--- config.mk ---
export PLATFORM = sky130hd
export DESIGN_NAME = imu_frame_deframer
export DESIGN_NICKNAME = d
export VERILOG_FILES = /design/src/imu_fd_pkg.sv /design/src/imu_fd_parser.sv /design/src/imu_frame_deframer.sv
export SDC_FILE = /design/constraint.sdc
export NUM_CORES = 1
export LEC_CHECK = 0
export BUFFER_PORTS_ARGS = -buffer_cell sky130_fd_sc_hd__buf_2
export CORE_MARGIN = 5
export CORE_UTILIZATION = 25
export DETAILED_ROUTE_END_ITERATION = 10
export SLEW_MARGIN = 20
export SYNTH_ARGS = -nofsm -noshare
export SYNTH_HDL_FRONTEND = slang
export SYNTH_SLANG_ARGS = --single-unit
export TNS_END_PERCENT = 20
--- constraint.sdc ---
create_clock -name aclk -period 7.56 [get_ports aclk]
set_clock_uncertainty 0.1 [all_clocks]
set_input_delay 0.756 -clock aclk [delete_from_list [all_inputs] [get_ports aclk]]
set_output_delay 0.756 -clock aclk [all_outputs]
set_load 0.01 [all_outputs]
--- src/imu_fd_pkg.sv ---
// Shared types and constants for the IMU serial frame deframer.
// Used by imu_fd_parser and imu_frame_deframer; no dependencies.
package imu_fd_pkg;

    localparam int IN_TDATA_W  = 8;
    localparam int OUT_TDATA_W = 112;
    localparam int PAYLOAD_N   = 8;

    localparam logic [7:0] HDR_BYTE   = 8'h55;
    localparam logic [7:0] TYPE_ACC   = 8'h51;
    localparam logic [7:0] TYPE_GYRO  = 8'h52;
    localparam logic [7:0] TYPE_ANGLE = 8'h53;
    localparam logic [7:0] TYPE_PRESS = 8'h56;
    localparam logic [7:0] TYPE_QUAT  = 8'h59;

    localparam logic [2:0] KIND_ACC     = 3'd0;
    localparam logic [2:0] KIND_GYRO    = 3'd1;
    localparam logic [2:0] KIND_ANGLE   = 3'd2;
    localparam logic [2:0] KIND_PRESS   = 3'd3;
    localparam logic [2:0] KIND_QUAT    = 3'd4;
    localparam logic [2:0] KIND_SUMMARY = 3'd5;

    // seen flag bit positions
    localparam int FLAG_ACC   = 0;
    localparam int FLAG_GYRO  = 1;
    localparam int FLAG_PRESS = 2;
    localparam int FLAG_ATT   = 3;

    typedef struct packed {
        logic [2:0]         kind;
        logic signed [15:0] word0;
        logic signed [15:0] word1;
        logic signed [15:0] word2;
        logic signed [15:0] word3;
        logic signed [31:0] pressure;
        logic [7:0]         frame_index;
        logic               set_complete;
    } result_t;

endpackage

--- src/imu_fd_parser.sv ---
// Frame parser core: header hunt, type decode, payload capture, burst flags.
// Depends on imu_fd_pkg. Advances one item per cycle when step is high.
module imu_fd_parser (
    input  logic                aclk,
    input  logic                aresetn,
    input  logic                step,
    input  logic                action,
    input  logic [7:0]          rx_byte,
    output logic                res_valid,
    output imu_fd_pkg::result_t res
);

    typedef enum logic [1:0] {
        PH_HUNT = 2'd0,
        PH_TYPE = 2'd1,
        PH_BODY = 2'd2
    } phase_t;

    phase_t      phase_reg,  phase_next;
    logic [3:0]  count_reg,  count_next;
    logic [2:0]  fkind_reg,  fkind_next;
    logic [3:0]  seen_reg,   seen_next;
    logic [7:0]  frames_reg, frames_next;
    logic [7:0]  payload_reg [imu_fd_pkg::PAYLOAD_N];
    logic        buf_we;
    logic [3:0]  kind_flag;

    always_comb begin
        kind_flag = '0;
        unique case (fkind_reg)
            imu_fd_pkg::KIND_ACC:   kind_flag[imu_fd_pkg::FLAG_ACC]   = 1'b1;
            imu_fd_pkg::KIND_GYRO:  kind_flag[imu_fd_pkg::FLAG_GYRO]  = 1'b1;
            imu_fd_pkg::KIND_PRESS: kind_flag[imu_fd_pkg::FLAG_PRESS] = 1'b1;
            default:                kind_flag[imu_fd_pkg::FLAG_ATT]   = 1'b1;
        endcase
    end

    always_comb begin
        phase_next  = phase_reg;
        count_next  = count_reg;
        fkind_next  = fkind_reg;
        seen_next   = seen_reg;
        frames_next = frames_reg;
        buf_we      = 1'b0;
        res_valid   = 1'b0;
        res         = '0;

        if (action) begin
            // end of burst: report and clear, parser position is kept
            res_valid        = 1'b1;
            res.kind         = imu_fd_pkg::KIND_SUMMARY;
            res.frame_index  = frames_reg;
            res.set_complete = &seen_reg;
            seen_next        = '0;
            frames_next      = '0;
        end else begin
            case (phase_reg)
                PH_HUNT: begin
                    if (rx_byte == imu_fd_pkg::HDR_BYTE) phase_next = PH_TYPE;
                end
                PH_TYPE: begin
                    phase_next = PH_BODY;
                    count_next = '0;
                    unique case (rx_byte)
                        imu_fd_pkg::TYPE_ACC:   fkind_next = imu_fd_pkg::KIND_ACC;
                        imu_fd_pkg::TYPE_GYRO:  fkind_next = imu_fd_pkg::KIND_GYRO;
                        imu_fd_pkg::TYPE_ANGLE: fkind_next = imu_fd_pkg::KIND_ANGLE;
                        imu_fd_pkg::TYPE_PRESS: fkind_next = imu_fd_pkg::KIND_PRESS;
                        imu_fd_pkg::TYPE_QUAT:  fkind_next = imu_fd_pkg::KIND_QUAT;
                        default: begin
                            phase_next = PH_HUNT;
                            count_next = count_reg;
                        end
                    endcase
                end
                PH_BODY: begin
                    if (!count_reg[3]) begin
                        buf_we     = 1'b1;
                        count_next = count_reg + 4'd1;
                    end else begin
                        // checksum byte closes the frame
                        res_valid       = 1'b1;
                        res.kind        = fkind_reg;
                        res.word0       = {payload_reg[1], payload_reg[0]};
                        res.word1       = {payload_reg[3], payload_reg[2]};
                        res.word2       = {payload_reg[5], payload_reg[4]};
                        res.word3       = {payload_reg[7], payload_reg[6]};
                        if (fkind_reg == imu_fd_pkg::KIND_PRESS) begin
                            res.pressure = {payload_reg[3], payload_reg[2],
                                            payload_reg[1], payload_reg[0]};
                        end
                        res.frame_index = frames_reg;
                        seen_next       = seen_reg | kind_flag;
                        frames_next     = frames_reg + 8'd1;
                        phase_next      = PH_HUNT;
                        count_next      = '0;
                    end
                end
                default: phase_next = PH_HUNT;
            endcase
        end
    end

    always_ff @(posedge aclk) begin
        if (!aresetn) begin
            phase_reg  <= PH_HUNT;
            count_reg  <= '0;
            fkind_reg  <= '0;
            seen_reg   <= '0;
            frames_reg <= '0;
        end else if (step) begin
            phase_reg  <= phase_next;
            count_reg  <= count_next;
            fkind_reg  <= fkind_next;
            seen_reg   <= seen_next;
            frames_reg <= frames_next;
        end
    end

    always_ff @(posedge aclk) begin
        if (step && buf_we) payload_reg[count_reg[2:0]] <= rx_byte;
    end

endmodule

--- src/imu_frame_deframer.sv ---
// IMU serial frame deframer: stream in one byte or burst marker per transaction,
// stream out frame and burst summary results.
// Depends on imu_fd_pkg and imu_fd_parser.
//
// Slave channel: s_tdata[7:0] is the received byte, s_tuser is high for an
// end-of-burst marker (the byte is then ignored). Master channel: m_tuser is
// the result kind, m_tdata carries the words, pressure, frame index and the
// set-complete flag. A frame result follows the checksum byte; a burst marker
// always yields a summary. Other bytes yield nothing.
// An accepted transaction is held in an input register, and the parser writes
// its result into the output register, which offers it on m_tvalid.
// Throughput is one transaction per cycle while the output register is free
// or the item yields no result; the parser step between the two registers
// is combinational.
// When m_tready is low with a result held, the input register still drains
// items that produce no result; one that produces a result waits, and
// s_tready drops once the input register is occupied.
// Reset (synchronous, aresetn low) empties both registers, returns the parser
// to header hunting and clears the kind flags and the frame counter.
module imu_frame_deframer (
    input  logic                                aclk,
    input  logic                                aresetn,
    input  logic                                s_tvalid,
    output logic                                s_tready,
    input  logic [imu_fd_pkg::IN_TDATA_W-1:0]   s_tdata,  // [7:0] rx_byte
    input  logic                                s_tuser,  // [0] action
    output logic                                m_tvalid,
    input  logic                                m_tready,
    // [15:0] word0, [31:16] word1, [47:32] word2, [63:48] word3,
    // [95:64] pressure, [103:96] frame_index, [104] set_complete, rest zero
    output logic [imu_fd_pkg::OUT_TDATA_W-1:0]  m_tdata,
    output logic [2:0]                          m_tuser   // [2:0] kind
);

    logic                in_valid_reg;
    logic                in_action_reg;
    logic [7:0]          in_byte_reg;
    logic                out_valid_reg;
    imu_fd_pkg::result_t out_res_reg;

    logic                out_free;
    logic                step;
    logic                res_valid;
    imu_fd_pkg::result_t res;

    assign out_free = !out_valid_reg || m_tready;
    // items without a result never need the output register
    assign step     = in_valid_reg && (out_free || !res_valid);
    assign s_tready = !in_valid_reg || step;

    imu_fd_parser u_parser (
        .aclk      (aclk),
        .aresetn   (aresetn),
        .step      (step),
        .action    (in_action_reg),
        .rx_byte   (in_byte_reg),
        .res_valid (res_valid),
        .res       (res)
    );

    always_ff @(posedge aclk) begin
        if (!aresetn) begin
            in_valid_reg  <= 1'b0;
            out_valid_reg <= 1'b0;
        end else begin
            if (s_tready) in_valid_reg <= s_tvalid;
            if (step && res_valid) begin
                out_valid_reg <= 1'b1;
            end else if (m_tready) begin
                out_valid_reg <= 1'b0;
            end
        end
    end

    always_ff @(posedge aclk) begin
        if (s_tready && s_tvalid) begin
            in_action_reg <= s_tuser;
            in_byte_reg   <= s_tdata[7:0];
        end
        if (step && res_valid) out_res_reg <= res;
    end

    assign m_tvalid = out_valid_reg;
    assign m_tuser  = out_res_reg.kind;
    assign m_tdata  = {7'd0,
                       out_res_reg.set_complete,
                       out_res_reg.frame_index,
                       out_res_reg.pressure,
                       out_res_reg.word3,
                       out_res_reg.word2,
                       out_res_reg.word1,
                       out_res_reg.word0};

endmodule
==> results of run 1 <==
stage by stage:
step / std cells / hold slack, ps
2_1_floorplan: 471 / 340
3_3_place_gp: 956 / 351
3_5_place_dp: 956 / 369
4_1_cts: 994 / 332
5_1_grt: 995 / 331
6_report: 995 / 351
logic make-up after synthesis:
group / Yosys count
adders and majority gates: 2
buffers and inverters: 39
and+or+nand+nor: 176
muxes: 2
AOI/OAI and AO/OA: 38
DFF: 204
other: 1
xor gates and xnor gates: 3
cell usage after synthesis (2+ instances only):
cell type / instances / area, sq um
mux2i_1: 2 / 20.0
nor2_1: 11 / 41.3
ha_1: 2 / 25.0
nor3_1: 5 / 25.0
clkbuf_1: 20 / 75.1
nand3_1: 3 / 15.0
nand2_1: 14 / 52.6
buf_4: 7 / 52.6
nand4_1: 6 / 37.5
dfxtp_1: 23 / 460
or3_1: 5 / 31.3
xor2_1: 2 / 17.5
edfxtp_1: 181 / 5440
nor4b_1: 2 / 17.5
and3_1: 64 / 400
or4_1: 2 / 15.0
a21oi_1: 13 / 65.1
inv_1: 7 / 26.3
nor3b_1: 2 / 15.0
o21ai_0: 9 / 45.0
o21a_1: 4 / 30.0
and2_1: 34 / 213
nor4_1: 4 / 25.0
nand2b_1: 10 / 62.6
buf_2: 2 / 10.0
nor2b_1: 8 / 50.1
layer usage:
layer | global-route usage | share of wire | vias up
met2 | 0.154 | 0.47 | 146
li1 | - | - | 1991
met3 | 0.0323 | 0.088 | 24
met1 | 0.127 | 0.43 | 2017
met5 | 0 | 0.0013 | -
met4 | 0.0249 | 0.015 | 4
final cells by class:
| class | instances | area, sq um | share of cell area |
|---|---|---|---|
| clock inverters | 13 | 175 | 0.0190 |
| clock buffers | 25 | 541 | 0.0585 |
| repair buffers | 127 | 656 | 0.0710 |
| well taps | 390 | 488 | 0.0529 |
| multi-input cells | 228 | 1450 | 0.157 |
| inverters | 8 | 32.5 | 0.00352 |
| flip-flops and latches | 204 | 5900 | 0.639 |
worst max path at each step:
stage,start,end,slack [ps]
2_1_floorplan,m_tready,m_tdata[0],3610
3_3_place_gp,u_parser.count_reg[3],m_tdata[90],4090
3_5_place_dp,u_parser.count_reg[3],m_tdata[90],3990
4_1_cts,u_parser.count_reg[3],s_tready,3700
5_1_grt,u_parser.count_reg[3],s_tready,3810
6_report,u_parser.count_reg[3],s_tready,4030
where the power goes:
group	total, mW	switching, mW	internal, mW
clock network	1.06	0.409	0.652
logic	0.0503	0.0363	0.0140
registers	1.25	0.0157	1.24
==> out/qor.csv, run 1 <==
metric;value;unit
crit_buf_inv;1;
fin_nets;605;
die_height;183;um
cp_data_arrival_time;2670;ps
fin_ws;4030;ps
hold_path_end;in_byte_reg[7];
cts_max_level;1;
ys.flop_type;edfxtp_1;
post_dp_cell_area;8490;sq um
rows;63;
irDropWorstVdd;0.104;mV
cpPeakStageDelay;720;ps
finalSetupViolCount;0;
grt_max_degree;71;
synth_area;7460;sq um
yosys_warnings;0;
cts_hold_buf;0;
fillCellCount;2936;
hpwlAfterDp;11100;um
drt-initial-drc-count;315;
portBuffers;122;
fmaxAchievable;283;MHz
post-cts-setup-buffers;0;
insertion_delay;500;ps
grt_usage;0.0966;
crit_slowest_cell;and3b_4;
gp_congestion;0.798;
routed_wirelength;16600;um
drv_slew;0;
grt_pass1_wl;24800;um
synth_top_family_by_area;simple AND/OR/NAND/NOR gates;
cp-start-kind;flop;
rrSetupSlack;4270;ps
fin_crit_sh;0.467;
yosys_register_bits;204;
syn_to_final_growth;23.8;%
p_leak;3.50;nW
synth_compound_area_frac;0.0332;
initial_core_util;0.252;
avgViaCountPerCell;4.20;
r2r-start;u_parser.count_reg[3];
vias;4182;
ant_nets;0;
critPathKind;flop to primary output;
worstHoldStart;s_tdata[7];
coreArea;29600;sq um
n_antenna_cell;0;
syn_area_per_cell;16.0;sq um
status;finished clean;
rsz0062_at_grt;no;
tightest_slew;990;ps
period_needed;3530;ps
powerDensity;256;nW/um^2
layout_common_cells;edfxtp_1, buf_2, and3_1, and2_1, dfxtp_1;
critPathCaptureType;primary output;
ctsResizeCount;0;
fin_util;0.312;
power.total;2.36;mW
hold_depth;1;
dr.pass1.iters;4;
synth-simple-area-share;0.142;
crit_cells;4;
io_pins;130;
relSlewSlack;0.338;
fp.dieW;183;um
synth-xor-area-share;0.00352;
synth_edf_count;181;
grt_pass1_vias;4143;
antenna_found_initial;2;
cts.root.buffer_cell;clkbuf_16;
numCtsBuffers;21;
synth_fa_ha_area_frac;0.00336;
r2r.worst_path.cells;4;
yosysUniqueCellTypes;49;
hold_viol;0;
tns;0;ps
hp-class;input port to flop;
crit_chain;and3b_4 -> nor2_1 -> or3_1 -> buf_2;
path_clk_slew;60;ps
wire_per_inst;16.7;um
tritoncts;built;
design_area;9230;sq um
synthMuxAreaShare;0.00269;
final_common_cell;edfxtp_1;
clockBufferDepth;3;
worstPathMaxFanout;70;
worstReg2RegEnd;m_tdata[0];
largest_reg_flops;105;
ys_seq_area_frac;0.791;
cap_violations;0;
grt_overflow;0;
cp_data_required_time;6700;ps
drive_gt1_frac;0.278;
cp_top_family;simple AND/OR/NAND/NOR gates;
ys_async_sr_fraction;0;
netlist_instances;465;
clkSinkCount;204;
drcViolationCount;0;
die_area;33400;sq um
place_ws;3990;ps
Power figures use the tool's default switching activity.
==> run 2: changes to the inputs <==
- clock period: 7.56 -> 3.4 ns (I/O delays scaled with it)
==> out/qor.csv, run 2 (synthesized netlist as in run 1, its figures left out) <==
metric;value;unit;change
status;finished clean;;
cap_violations;0;;unchanged
wire_per_inst;16.7;um;+0.37%
grt_overflow;0;;unchanged
portBuffers;122;;unchanged
avgViaCountPerCell;4.21;;+0.12%
period_needed;3050;ps;
fin_crit_sh;0.898;;
post-cts-setup-buffers;0;;unchanged
cp-start-kind;flop;;
antenna_found_initial;0;;-2
layout_common_cells;edfxtp_1, buf_2, and3_1, and2_1, dfxtp_1;;
r2r.worst_path.cells;5;;+1
clkSinkCount;204;;unchanged
die_height;183;um;unchanged
coreArea;29600;sq um;unchanged
worstSetupStartpoint;u_parser.count_reg[3];;
gp_congestion;0.784;;-1.9%
p_leak;3.55;nW;+1.3%
worstPathMaxFanout;69;;-1.4%
crit_chain;and3b_2 -> buf_4 -> nor2_1 -> or3_1 -> buf_2;;
drv_slew;0;;unchanged
powerDensity;552;nW/um^2;+120%
drt-initial-drc-count;301;;-4.4%
rows;63;;unchanged
fin_util;0.316;;+0.00406
largest_reg_flops;105;;unchanged
tightest_slew;735;ps;-255 ps
dp_cells;964;;+0.84%
dr.pass1.iters;5;;+1
numCtsBuffers;21;;unchanged
die_area;33400;sq um;unchanged
place_ws;678;ps;-3310 ps
hpwlAfterDp;11500;um;+3.7%
ant_nets;0;;unchanged
grt_usage;0.0975;;+0.000934
n_antenna_cell;0;;unchanged
rrSetupSlack;720;ps;-3550 ps
critPathCaptureType;primary output;;
grt_pass1_vias;4140;;-0.072%
tns;0;ps;unchanged
crit_slowest_cell;buf_4;;
finalSetupViolCount;0;;unchanged
vias;4250;;+1.6%
hold_viol;0;;unchanged
grt_max_degree;70;;-1.4%
fin_ws;347;ps;-3680 ps
path_clk_slew;60;ps;about the same
grt_pass1_wl;25200;um;+1.6%
io_pins;130;;unchanged
cts_hold_buf;10;;+10
insertion_delay;480;ps;-20 ps
finalNonFillerCells;1010;;+1.5%
cts.root.buffer_cell;clkbuf_16;;
hp-class;input port to flop;;
relSlewSlack;0.508;;+0.170
syn_to_final_growth;25.4;%;
final_common_cell;edfxtp_1;;
power.total;5.16;mW;+120%
cpPeakStageDelay;490;ps;-230 ps
fin_nets;622;;+2.8%
ctsResizeCount;0;;unchanged
drive_gt1_frac;0.276;;-0.00188
irDropWorstVdd;0.246;mV;+140%
cp_data_arrival_time;2610;ps;-60 ps
initial_core_util;0.252;;unchanged
drcViolationCount;0;;unchanged
rsz0062_at_grt;no;;
fp.dieW;183;um;unchanged
tritoncts;built;;
fillCellCount;2926;;-0.34%
worstReg2RegEnd;in_byte_reg[6];;
fmaxAchievable;328;MHz;
r2r-start;u_parser.phase_reg[0];;
routed_wirelength;16900;um;+1.9%
critPathKind;flop to primary output;;
cp_data_required_time;2960;ps;-3740 ps
cts_max_level;1;;unchanged
clockBufferDepth;3;;unchanged
setup.worst_path.end;s_tready;;
-- run 2: changes by cell type in the layout (fill, tap and decap cells not counted), sizes merged, moves of 2 or more --
cell,previous run,this run
buf,127,134
clkbuf,25,27
clkinv,9,7
clkinvlp,0,2
dlygate4sd3,0,10
inv,8,5
-- run 2: through the flow --
stage / area [sq um] / hold slack, ps
finish: 9350 / 133
global route: 9350 / 129
CTS: 9350 / 108
detailed placement: 8580 / 357
global placement: 8580 / 352
floorplan: 7480 / 339
-- run 2: worst min-delay path by stage --
stage | startpoint | end | slack, ps | cells past startpoint
floorplan | s_tuser | in_action_reg | 340 | 0
finish | aresetn | u_parser.count_reg[0] | 130 | 3
detailed placement | u_parser.seen_reg[1] | u_parser.seen_reg[1] | 360 | 1
global route | aresetn | u_parser.count_reg[0] | 130 | 2
CTS | aresetn | u_parser.count_reg[0] | 110 | 3
global placement | u_parser.seen_reg[0] | u_parser.seen_reg[0] | 350 | 1
-- run 2: final cells by class --
type / count / area, sq um / share of cell area
flip-flops and latches: 204 / 5900 / 0.630
multi-input cells: 228 / 1440 / 0.154
repair buffers: 144 / 826 / 0.0883
clock buffers: 27 / 548 / 0.0586
well taps: 390 / 488 / 0.0522
clock inverters: 9 / 124 / 0.0132
inverters: 8 / 33.8 / 0.00361
-- run 2: where the power goes --
group	total, mW	switching (mW)	internal, mW
Combinational	0.126	0.0836	0.0426
Clock	2.25	0.883	1.36
Sequential	2.79	0.0336	2.75
Total	5.16	1.00	4.16
-- run 2: layer usage --
metal	GRT usage	vias up	routed length, um
li1	-	2021	-
met1	0.130	2075	7310
met2	0.157	133	8010
met3	0.0295	21	1340
met4	0.0234	0	260
met5	0	-	0
-- run 2: worst max-delay path, delay by kind of cell, from the launching register on --
| kind | cells | cell delay [ps] |
|---|---|---|
| simple gates | 3 | 1050 |
| buf+inv | 2 | 660 |
| flops | 1 | 420 |
==> run 3: changes to the inputs <==
- CORE_MARGIN: 5 -> 3
==> out/qor.csv, run 3 (synthesized netlist as in run 1, its figures left out) <==
metric;value;unit;change
status;finished clean;;
worstPathMaxFanout;13;;-81%
drcViolationCount;0;;unchanged
dr_wl_met2;7680;um;-4.1%
cts_max_level;1;;unchanged
path_clk_slew;60;ps;about the same
ctsResizeCount;0;;unchanged
dp_cells;960;;-0.41%
irDropWorstVdd;0.297;mV;+21%
tritoncts;built;;
post-cts-setup-buffers;0;;unchanged
clockBufferDepth;3;;unchanged
finalNonFillerCells;1010;;unchanged
fp.dieW;179;um;-2.2%
clkSinkCount;204;;unchanged
cp_data_required_time;2960;ps;about the same
gp_congestion;0.801;;+2.2%
tightest_slew;633;ps;-102 ps
fin_util;0.324;;+0.00721
antenna_found_initial;0;;unchanged
multi_input_area;1430;sq um;-0.35%
fillCellCount;2864;;-2.1%
met1_length;7270;um;-0.47%
fin_crit_sh;0.719;;-0.179
numCtsBuffers;22;;+4.8%
routed_wirelength;16500;um;-2.6%
fmaxAchievable;409;MHz;+25%
period_needed;2440;ps;-609 ps
critPathCaptureType;primary output;;
grt_pass1_wl;24400;um;-3.2%
initial_core_util;0.257;;+0.00475
largest_reg_flops;105;;unchanged
drive_gt1_frac;0.288;;+0.0117
fin_nets;625;;+0.48%
finalSetupViolCount;0;;unchanged
syn_to_final_growth;25.9;%;
hpwlAfterDp;10900;um;-5.1%
grt_usage;0.0995;;+0.00199
die_height;179;um;-2.2%
relSlewSlack;0.574;;+0.0655
hold_viol;0;;unchanged
hp-class;input port to flop;;
ant_nets;0;;unchanged
n_antenna_cell;0;;unchanged
cp_data_arrival_time;2000;ps;-610 ps
coreArea;29000;sq um;-1.8%
cap_violations;0;;unchanged
p_leak;3.58;nW;+0.76%
portBuffers;122;;unchanged
die_area;31900;sq um;-4.3%
rows;62;;-1.6%
rsz0062_at_grt;no;;
seqCellArea;5900;sq um;unchanged
cts_hold_buf;10;;unchanged
highest_layer;met4;;
grt_max_degree;70;;unchanged
routed-wl-met3;1260;um;-6.0%
drt-initial-drc-count;271;;-10%
insertion_delay;500;ps;+20 ps
critPathKind;flop to primary output;;
layout_common_cells;edfxtp_1, buf_2, and3_1, and2_1;;
cts.root.buffer_cell;clkbuf_16;;
final_common_cell;edfxtp_1;;
powerDensity;557;nW/um^2;+1.1%
wire_per_inst;16.3;um;-2.6%
grt_overflow;0;;unchanged
io_pins;130;;unchanged
avgViaCountPerCell;4.14;;-1.5%
dr.pass1.iters;4;;-1
vias;4186;;-1.5%
tns;0;ps;unchanged
drv_slew;0;;unchanged
cp-start-kind;flop;;
grt_pass1_vias;4072;;-1.6%
-- run 3: cell type report --
class / count / share of cell area
multi-input combinational: 228 / 0.153
timing repair buffer: 146 / 0.0882
tap: 384 / 0.0512
inverter: 8 / 0.00360
clock buffer: 29 / 0.0658
clock inverter: 11 / 0.0107
sequential: 204 / 0.628
-- run 3: stage by stage --
stage / setup slack, ps / power [mW] / instance area (sq um) / hold WS [ps]
2_1_floorplan: 164 / 2.89 / 7480 / 339
3_3_place_gp: 1090 / 2.96 / 8570 / 352
3_5_place_dp: 983 / 2.96 / 8570 / 357
4_1_cts: 928 / 5.30 / 9390 / 96.0
5_1_grt: 768 / 5.43 / 9390 / 115
6_report: 956 / 5.23 / 9390 / 127
-- run 3: report_power, final --
group / switching, mW / leakage [nW] / internal [mW]
Sequential: 0.0292 / 1.89 / 2.75
Combinational: 0.0876 / 1.34 / 0.0422
Clock: 0.953 / 0.343 / 1.37
-- run 3: path summary, 6_finish.rpt --
path / from / to / slack, ps / cells after the start
max: u_parser.count_reg[3] / s_tready / 960 / 5
min: aresetn / u_parser.count_reg[0] / 130 / 3
max reg2reg: in_action_reg / u_parser.payload_reg[7][1] / 1020 / 4
min reg2reg: u_parser.seen_reg[2] / u_parser.seen_reg[2] / 370 / 1
-- run 3: worst max-delay path, stage by stage (launching register included) --
cell     delay, ps
dfxtp_1        440
and3b_2        260
nor2_1          50
buf_4          180
or3_1          410
buf_2          170
-- run 3: routing by layer --
layer	GRT usage	vias to the layer above
met3	0.0290	22
li1	-	2023
met5	0	-
met4	0.0260	0
met1	0.136	2015
met2	0.155	126
